[config.mk]
export PLATFORM = sky130hd
export DESIGN_NAME = source_block_lru_cache_core
export DESIGN_NICKNAME = d
export VERILOG_FILES = /design/src/hdl/lrc_pkg.sv /design/src/hdl/lrc_slot_mem.sv /design/src/hdl/lrc_len_clip.sv /design/src/hdl/source_block_lru_cache_core.sv
export SDC_FILE = /design/constraint.sdc
export NUM_CORES = 2
export LEC_CHECK = 0
export BUFFER_PORTS_ARGS = -buffer_cell sky130_fd_sc_hd__buf_2
export CELL_PAD_IN_SITES_DETAIL_PLACEMENT = 1
export CELL_PAD_IN_SITES_GLOBAL_PLACEMENT = 1
export CORE_MARGIN = 2
export CORE_UTILIZATION = 40
export CTS_CLUSTER_DIAMETER = 120
export DETAILED_ROUTE_END_ITERATION = 8
export GPL_TIMING_DRIVEN = 0
export HOLD_SLACK_MARGIN = 0.02
export PLACE_DENSITY = 0.73
export SLEW_MARGIN = 20
export SYNTH_ARGS = -nofsm -noshare
export SYNTH_HDL_FRONTEND = slang
export SYNTH_SLANG_ARGS = --single-unit
[constraint.sdc]
create_clock -name clk -period 16.9 [get_ports clk]
set_clock_uncertainty 0.2 [all_clocks]
set_input_delay 4.225 -clock clk [delete_from_list [all_inputs] [get_ports clk]]
set_output_delay 4.225 -clock clk [all_outputs]
set_load 0.01 [all_outputs]
[src/hdl/lrc_pkg.sv]
package lrc_pkg;

    localparam int LRC_SLOT_COUNT  = 16;
    localparam int LRC_BLOCK_SHIFT = 22;

    localparam int TAG_W   = 42;
    localparam int LEN_W   = 23;
    localparam int STAMP_W = 32;
    localparam int OFF_W   = 64;
    localparam int WORD_W  = TAG_W + LEN_W + STAMP_W;

    localparam logic REQ_LOOKUP = 1'b0;
    localparam logic REQ_FILL   = 1'b1;

    typedef enum logic [1:0] {
        STAT_HIT    = 2'd0,
        STAT_MISS   = 2'd1,
        STAT_FILL   = 2'd2,
        STAT_NOPEND = 2'd3
    } lrc_status_t;

    typedef enum logic [1:0] {
        S_IDLE,
        S_SCAN,
        S_DONE
    } lrc_state_t;

endpackage

[src/hdl/lrc_slot_mem.sv]
module lrc_slot_mem #(
    parameter int DEPTH  = lrc_pkg::LRC_SLOT_COUNT,
    parameter int WIDTH  = lrc_pkg::WORD_W,
    parameter int ADDR_W = $clog2(DEPTH)
) (
    input  logic              clk,
    input  logic              wr_en,
    input  logic [ADDR_W-1:0] wr_addr,
    input  logic [WIDTH-1:0]  wr_data,
    input  logic              rd_en,
    input  logic [ADDR_W-1:0] rd_addr,
    output logic [WIDTH-1:0]  rd_data
);

    logic [WIDTH-1:0] mem [DEPTH];
    logic [WIDTH-1:0] rd_data_reg;

    always_ff @(posedge clk)
    begin
        if (wr_en)
        begin
            mem[wr_addr] <= wr_data;
        end
    end

    always_ff @(posedge clk)
    begin
        if (rd_en)
        begin
            rd_data_reg <= mem[rd_addr];
        end
    end

    assign rd_data = rd_data_reg;

endmodule

[src/hdl/lrc_len_clip.sv]
module lrc_len_clip #(
    parameter int BLOCK_SHIFT = lrc_pkg::LRC_BLOCK_SHIFT
) (
    input  logic [lrc_pkg::OFF_W-1:0] offset,
    input  logic [lrc_pkg::OFF_W-1:0] total,
    output logic [lrc_pkg::LEN_W-1:0] length
);

    import lrc_pkg::*;

    localparam logic [OFF_W-1:0] BLOCK_BYTES = OFF_W'(1) << BLOCK_SHIFT;

    logic [OFF_W:0]   diff;
    logic [OFF_W-1:0] rem;

    assign diff = {1'b0, total} - {1'b0, offset};
    assign rem  = diff[OFF_W-1:0];

    always_comb
    begin
        if (diff[OFF_W])
        begin
            length = '0;
        end
        else if (rem[OFF_W-1:BLOCK_SHIFT] == '0)
        begin
            length = rem[LEN_W-1:0];
        end
        else
        begin
            length = BLOCK_BYTES[LEN_W-1:0];
        end
    end

endmodule

[src/hdl/source_block_lru_cache_core.sv]
// Channel  Signals                                         Dir  Transaction when
// in       in_valid, in_stall, req_type, block_number,     in   in_valid && !in_stall
//          fill_length
// out      out_valid, out_stall, status, slot_index,       out  out_valid && !out_stall
//          hit_length, request_offset, request_length
// cfg      cfg_valid, cfg_ready, cfg_data                  in   cfg_valid && cfg_ready
//
// A lookup reads the slot memory one entry per cycle: a miss registers its result after
// the last slot is read, a hit in slot k once slot k is read; the next transaction can
// follow once that result has moved on. A fill result is registered without a scan. The
// single read port of the slot memory sets this pace of the scan.
// Reset clears valid bits, pending flag, use counter and source size; no clearing pass.
// A new item is taken while a result waits on out_stall; it completes once out is free.
module source_block_lru_cache_core #(
    parameter int SLOT_COUNT  = lrc_pkg::LRC_SLOT_COUNT,
    parameter int BLOCK_SHIFT = lrc_pkg::LRC_BLOCK_SHIFT,
    parameter int IDX_W       = $clog2(SLOT_COUNT)
) (
    input  logic                        clk,
    input  logic                        rst_n,
    input  logic                        cfg_valid,
    output logic                        cfg_ready,
    input  logic [lrc_pkg::OFF_W-1:0]   cfg_data,
    input  logic                        in_valid,
    output logic                        in_stall,
    input  logic                        req_type,
    input  logic [lrc_pkg::TAG_W-1:0]   block_number,
    input  logic [lrc_pkg::LEN_W-1:0]   fill_length,
    output logic                        out_valid,
    input  logic                        out_stall,
    output logic [1:0]                  status,
    output logic [IDX_W-1:0]            slot_index,
    output logic [lrc_pkg::LEN_W-1:0]   hit_length,
    output logic [lrc_pkg::OFF_W-1:0]   request_offset,
    output logic [lrc_pkg::LEN_W-1:0]   request_length
);

    import lrc_pkg::*;

    localparam int CNT_W = $clog2(SLOT_COUNT + 1);
    localparam logic [IDX_W-1:0] LAST_IDX = IDX_W'(SLOT_COUNT - 1);
    localparam logic [CNT_W-1:0] CNT_END  = CNT_W'(SLOT_COUNT);

    lrc_state_t state_reg, state_next;

    logic [OFF_W-1:0]      total_reg;
    logic [SLOT_COUNT-1:0] valid_reg, valid_next;
    logic [STAMP_W-1:0]    use_cnt_reg, use_cnt_next;
    logic                  pend_vld_reg, pend_vld_next;
    logic [IDX_W-1:0]      pend_slot_reg, pend_slot_next;
    logic [TAG_W-1:0]      pend_tag_reg, pend_tag_next;

    logic                  type_reg;
    logic [TAG_W-1:0]      blk_reg;
    logic [LEN_W-1:0]      flen_reg;

    logic [CNT_W-1:0]      issue_reg, issue_next;
    logic                  rd_vld_reg;
    logic [IDX_W-1:0]      rd_idx_reg;
    logic [IDX_W-1:0]      best_idx_reg, best_idx_next;
    logic [STAMP_W-1:0]    best_stamp_reg, best_stamp_next;
    logic                  best_ok_reg, best_ok_next;

    lrc_status_t           res_stat_reg, res_stat_next;
    logic [IDX_W-1:0]      res_slot_reg, res_slot_next;
    logic [LEN_W-1:0]      res_len_reg, res_len_next;

    logic                  out_vld_reg, out_vld_next;
    lrc_status_t           out_stat_reg, out_stat_next;
    logic [IDX_W-1:0]      out_slot_reg, out_slot_next;
    logic [LEN_W-1:0]      out_hlen_reg, out_hlen_next;
    logic [OFF_W-1:0]      out_off_reg, out_off_next;
    logic [LEN_W-1:0]      out_rlen_reg, out_rlen_next;

    logic                  in_take;
    logic                  out_free;
    logic                  issue;
    logic                  hit_now;
    logic                  last_now;
    logic                  cand_better;
    logic                  any_inv;
    logic [IDX_W-1:0]      first_inv;
    logic [OFF_W-1:0]      req_off;
    logic [LEN_W-1:0]      clip_len;

    logic                  mem_wr_en;
    logic [IDX_W-1:0]      mem_wr_addr;
    logic [WORD_W-1:0]     mem_wr_data;
    logic [WORD_W-1:0]     mem_rd_data;
    logic [TAG_W-1:0]      rd_tag;
    logic [LEN_W-1:0]      rd_len;
    logic [STAMP_W-1:0]    rd_stamp;

    lrc_slot_mem #(
        .DEPTH  (SLOT_COUNT),
        .WIDTH  (WORD_W),
        .ADDR_W (IDX_W)
    ) u_slot_mem (
        .clk     (clk),
        .wr_en   (mem_wr_en),
        .wr_addr (mem_wr_addr),
        .wr_data (mem_wr_data),
        .rd_en   (issue),
        .rd_addr (issue_reg[IDX_W-1:0]),
        .rd_data (mem_rd_data)
    );

    lrc_len_clip #(
        .BLOCK_SHIFT (BLOCK_SHIFT)
    ) u_len_clip (
        .offset (req_off),
        .total  (total_reg),
        .length (clip_len)
    );

    assign rd_tag   = mem_rd_data[WORD_W-1 -: TAG_W];
    assign rd_len   = mem_rd_data[STAMP_W +: LEN_W];
    assign rd_stamp = mem_rd_data[STAMP_W-1:0];

    assign req_off  = OFF_W'(blk_reg) << BLOCK_SHIFT;

    assign cfg_ready = 1'b1;
    assign in_stall  = (state_reg != S_IDLE);
    assign in_take   = in_valid && !in_stall;
    assign out_free  = !out_vld_reg || !out_stall;

    assign issue       = (state_reg == S_SCAN) && (issue_reg != CNT_END);
    assign hit_now     = (state_reg == S_SCAN) && rd_vld_reg && valid_reg[rd_idx_reg]
                         && (rd_tag == blk_reg);
    assign last_now    = (state_reg == S_SCAN) && rd_vld_reg && (rd_idx_reg == LAST_IDX);
    assign cand_better = !best_ok_reg || (rd_stamp < best_stamp_reg);

    always_comb
    begin
        any_inv   = 1'b0;
        first_inv = '0;
        for (int i = SLOT_COUNT - 1; i >= 0; i--)
        begin
            if (!valid_reg[i])
            begin
                any_inv   = 1'b1;
                first_inv = IDX_W'(i);
            end
        end
    end

    always_comb
    begin
        state_next = state_reg;
        case (state_reg)
            S_IDLE:
            begin
                if (in_take)
                begin
                    state_next = (req_type == REQ_FILL) ? S_DONE : S_SCAN;
                end
            end
            S_SCAN:
            begin
                if (hit_now || last_now)
                begin
                    state_next = S_DONE;
                end
            end
            S_DONE:
            begin
                if (out_free)
                begin
                    state_next = S_IDLE;
                end
            end
            default:
            begin
                state_next = S_IDLE;
            end
        endcase
    end

    always_comb
    begin
        valid_next      = valid_reg;
        use_cnt_next    = use_cnt_reg;
        pend_vld_next   = pend_vld_reg;
        pend_slot_next  = pend_slot_reg;
        pend_tag_next   = pend_tag_reg;
        issue_next      = issue_reg;
        best_idx_next   = best_idx_reg;
        best_stamp_next = best_stamp_reg;
        best_ok_next    = best_ok_reg;
        res_stat_next   = res_stat_reg;
        res_slot_next   = res_slot_reg;
        res_len_next    = res_len_reg;
        out_vld_next    = out_vld_reg;
        out_stat_next   = out_stat_reg;
        out_slot_next   = out_slot_reg;
        out_hlen_next   = out_hlen_reg;
        out_off_next    = out_off_reg;
        out_rlen_next   = out_rlen_reg;
        mem_wr_en       = 1'b0;
        mem_wr_addr     = pend_slot_reg;
        mem_wr_data     = {pend_tag_reg, flen_reg, use_cnt_reg + STAMP_W'(1)};

        if (out_vld_reg && !out_stall)
        begin
            out_vld_next = 1'b0;
        end

        case (state_reg)
            S_IDLE:
            begin
                issue_next   = '0;
                best_ok_next = 1'b0;
                res_stat_next = pend_vld_reg ? STAT_FILL : STAT_NOPEND;
            end
            S_SCAN:
            begin
                if (issue)
                begin
                    issue_next = issue_reg + CNT_W'(1);
                end
                if (rd_vld_reg && cand_better)
                begin
                    best_idx_next   = rd_idx_reg;
                    best_stamp_next = rd_stamp;
                    best_ok_next    = 1'b1;
                end
                if (hit_now)
                begin
                    res_stat_next = STAT_HIT;
                    res_slot_next = rd_idx_reg;
                    res_len_next  = rd_len;
                end
                else if (last_now)
                begin
                    res_stat_next = STAT_MISS;
                    if (any_inv)
                    begin
                        res_slot_next = first_inv;
                    end
                    else if (cand_better)
                    begin
                        res_slot_next = rd_idx_reg;
                    end
                    else
                    begin
                        res_slot_next = best_idx_reg;
                    end
                end
            end
            S_DONE:
            begin
                if (out_free)
                begin
                    out_vld_next  = 1'b1;
                    out_stat_next = res_stat_reg;
                    out_slot_next = '0;
                    out_hlen_next = '0;
                    out_off_next  = '0;
                    out_rlen_next = '0;
                    case (res_stat_reg)
                        STAT_HIT:
                        begin
                            use_cnt_next  = use_cnt_reg + STAMP_W'(1);
                            mem_wr_en     = 1'b1;
                            mem_wr_addr   = res_slot_reg;
                            mem_wr_data   = {blk_reg, res_len_reg, use_cnt_next};
                            out_slot_next = res_slot_reg;
                            out_hlen_next = res_len_reg;
                        end
                        STAT_MISS:
                        begin
                            pend_vld_next  = 1'b1;
                            pend_slot_next = res_slot_reg;
                            pend_tag_next  = blk_reg;
                            out_slot_next  = res_slot_reg;
                            out_off_next   = req_off;
                            out_rlen_next  = clip_len;
                        end
                        STAT_FILL:
                        begin
                            use_cnt_next  = use_cnt_reg + STAMP_W'(1);
                            mem_wr_en     = 1'b1;
                            mem_wr_addr   = pend_slot_reg;
                            mem_wr_data   = {pend_tag_reg, flen_reg, use_cnt_next};
                            valid_next[pend_slot_reg] = 1'b1;
                            pend_vld_next = 1'b0;
                            out_slot_next = pend_slot_reg;
                            out_hlen_next = flen_reg;
                        end
                        default:
                        begin
                            out_stat_next = STAT_NOPEND;
                        end
                    endcase
                end
            end
            default:
            begin
                issue_next = '0;
            end
        endcase
    end

    always_ff @(posedge clk or negedge rst_n)
    begin
        if (!rst_n)
        begin
            state_reg    <= S_IDLE;
            total_reg    <= '0;
            valid_reg    <= '0;
            use_cnt_reg  <= '0;
            pend_vld_reg <= 1'b0;
            rd_vld_reg   <= 1'b0;
            out_vld_reg  <= 1'b0;
        end
        else
        begin
            state_reg    <= state_next;
            valid_reg    <= valid_next;
            use_cnt_reg  <= use_cnt_next;
            pend_vld_reg <= pend_vld_next;
            rd_vld_reg   <= issue;
            out_vld_reg  <= out_vld_next;
            if (cfg_valid && cfg_ready)
            begin
                total_reg <= cfg_data;
            end
        end
    end

    always_ff @(posedge clk)
    begin
        if (in_take)
        begin
            type_reg <= req_type;
            blk_reg  <= block_number;
            flen_reg <= fill_length;
        end
        pend_slot_reg  <= pend_slot_next;
        pend_tag_reg   <= pend_tag_next;
        issue_reg      <= issue_next;
        rd_idx_reg     <= issue_reg[IDX_W-1:0];
        best_idx_reg   <= best_idx_next;
        best_stamp_reg <= best_stamp_next;
        best_ok_reg    <= best_ok_next;
        res_stat_reg   <= (in_take && type_reg == REQ_LOOKUP && req_type == REQ_LOOKUP)
                          ? STAT_MISS : res_stat_next;
        res_slot_reg   <= res_slot_next;
        res_len_reg    <= res_len_next;
        out_stat_reg   <= out_stat_next;
        out_slot_reg   <= out_slot_next;
        out_hlen_reg   <= out_hlen_next;
        out_off_reg    <= out_off_next;
        out_rlen_reg   <= out_rlen_next;
    end

    assign out_valid      = out_vld_reg;
    assign status         = out_stat_reg;
    assign slot_index     = out_slot_reg;
    assign hit_length     = out_hlen_reg;
    assign request_offset = out_off_reg;
    assign request_length = out_rlen_reg;

endmodule

==> results.yml <==
layout:
  largest_reg_flops: 1552
  num-nets-final: 4821
  synthToLayoutAreaGrowth_pct: 18.0
  fin_cells: 7450
  final_cell_mix: "edfxtp_1, mux4_2, buf_2"
  mostFrequentLayoutCell: "edfxtp_1"
  drive_gt1_frac: 0.289
timing:
  relSlewSlack: 0.163
  period_minus_slack_ps: 8010
  max_freq_mhz: 125
  hold_slack_ps: 208
  rsz0062_at_grt: "false"
  fin_crit_sh: 0.474
  worst_pin_slew_ps: 1260
  slew_violations: 0
  setup_tns_ps: 0
  setup_viol: 0
  layout_setup_ws_ps: 8890
  finalHoldViolations: 0
global_route:
  grt_max_degree: 66
  antenna_found_initial: 5
  grt-ovfl-total: 0
  grt_pass1_wl_mm: 329
  grt_pass1_vias: 45800
  globalRouteTotalUtil: 0.221
synth:
  synthCells: 4010
  seq_area_frac_synth: 0.752
  async_reset_ff_frac: 0.0572
  synth.distinct_cells: 77
  syn_area_sq_um: 80900
  synth_edf_count: 1924
  yosysWarnings: 0
  syn_avg_cell_area_sq_um: 20.2
  ys.flop_type: "edfxtp_1"
  ys_seq_elements: 2047
floorplan:
  initial_core_util: 0.401
  die_x_um: 454
  rows: 165
  core_sq_um: 202000
  die_y_um: 454
  die-area_sq_um: 206000
  pin_count: 254
drt:
  via_per_inst: 5.77
  ant_nets: 0
  avgRoutedWirePerCell_um: 30.6
  drc: 0
  vias: 43000
  dr.pass1.iters: 6
  drt_iter0_drc: 4668
  wl_mm: 228
clock_tree:
  cts_htree_levels: 4
  cts_buffers: 198
  clk_latency_ps: 860
  cts_setup_buffers: 0
  cts.sinks: 2047
  clk_pin_slew_ps: 60
  tritoncts: "done"
  ctsHoldBuffers: 0
  cts-root-buf: "clkbuf_16"
  clockBufferDepth: 3
  post_cts_resized: 0
power:
  peakVddDrop_v: 0.0000999
  powerDensity_nw_per_um2: 141
  p_leak_uw: 0.0311
placed_design:
  numPortBuffers: 229
  dp_hpwl_mm: 151
  dp_worst_setup_slack_ps: 8040
  globalplace.congestion: 0.843
  placed_cells: 7076
hold_path:
  hold_path_startpoint: "issue_reg[3]"
  min_to: "rd_idx_reg[3]"
  hp-class: "flop to flop"
  hold_path_depth: 0
critical_path:
  startpoint_type: "input port"
  cp.arrival_ps: 8340
  worstSetupPathType: "input port to flop"
  regToRegStartpoint: "state_reg[0]"
  cp_data_required_time_ps: 17230
  ff2ff_setup_slack_ps: 11520
  setup.worst_path.end_class: "flop"
  crit_fanout: 17
  ff2ff_path_depth: 11
  r2r_end: "u_slot_mem.mem[15][4]"
status:
  outcome: "completed"
job:
  cap_violations: 0
metrics by stage:
| step | power (uW) | area, sq um | util |
|---|---|---|---|
| 6_report | 13500 | 95500 | 0.473 |
| 5_1_grt | 13900 | 95500 | 0.473 |
| 4_1_cts | 13600 | 95200 | 0.472 |
| 3_5_place_dp | 9220 | 88900 | 0.441 |
| 3_3_place_gp | 9090 | 85500 | 0.424 |
| 2_1_floorplan | 8080 | 81000 | - |
logic make-up (layout without fill, tap and decap cells):
kind of cell / after synthesis / in the layout / synth area share
flops: 2047 / 2047 / 0.752
mux: 559 / 559 / 0.146
simple gates: 542 / 542 / 0.0326
compound gates: 349 / 349 / 0.0285
buf+inv: 314 / 1056 / 0.0161
xor+xnor: 116 / 116 / 0.0126
fa+ha+maj: 81 / 81 / 0.0125
other cells: 2 / 28 / 0.0000928
Yosys cell counts, types with 52 or more instances:
master,n,area [sq um]
a21oi_1,65,325
mux2_2,65,732
mux4_2,490,11000
dfrtp_1,117,2930
buf_1,52,195
and2_1,52,325
o21ai_0,98,490
ha_1,81,1010
inv_1,109,409
edfxtp_1,1924,57800
nand2_1,211,792
xnor2_1,63,552
xor2_1,53,464
clkbuf_1,117,439
nor2_1,89,334
metal layers:
| metal | wire length, um | GRT usage | vias up |
|---|---|---|---|
| met1 | 87300 | 0.280 | 23100 |
| li1 | - | - | 17500 |
| met4 | 7440 | 0.0737 | 4 |
| met3 | 15800 | 0.0373 | 416 |
| met5 | 27 | 0 | - |
| met2 | 117000 | 0.386 | 2038 |
report_power, final:
group / internal [uW] / switching (uW) / leakage [uW] / total [uW]
clock: 2380 / 1960 / 0.00306 / 4340
sequential: 5960 / 173 / 0.0186 / 6140
combinational: 1270 / 1730 / 0.00949 / 3000
worst max-delay path by stage:
| stage | from | to | cells after the start |
|---|---|---|---|
| global placement | out_stall | u_slot_mem.mem[7][88] | 7 |
| CTS | out_stall | u_slot_mem.mem[8][80] | 10 |
| floorplan | out_stall | u_slot_mem.mem[10][0] | 6 |
| detailed placement | out_stall | u_slot_mem.mem[8][86] | 10 |
| finish | out_stall | u_slot_mem.mem[15][4] | 10 |
| global route | out_stall | u_slot_mem.mem[15][4] | 10 |
worst max-delay path, cell delays in order:
cell and delay, ps:
buf_2 130, a21oi_1 200, clkbuf_4 530, o21a_1 420, clkbuf_1 790, nand2_1 510, nor2_4 770, buf_12 290
buf_12 210, buf_16 180
cell type report:
class	instances	area (sq um)
Fill cell	18600	106000
Antenna cell	5	12.5
Inverter	109	409
Tap cell	2672	3340
Timing Repair Buffer	374	4340
Buffer	205	968
Multi-Input combinational cell	1670	19200
Clock buffer	246	5270
Sequential cell	2047	60800
Clock inverter	122	1040
Power figures use the tool's default switching activity.
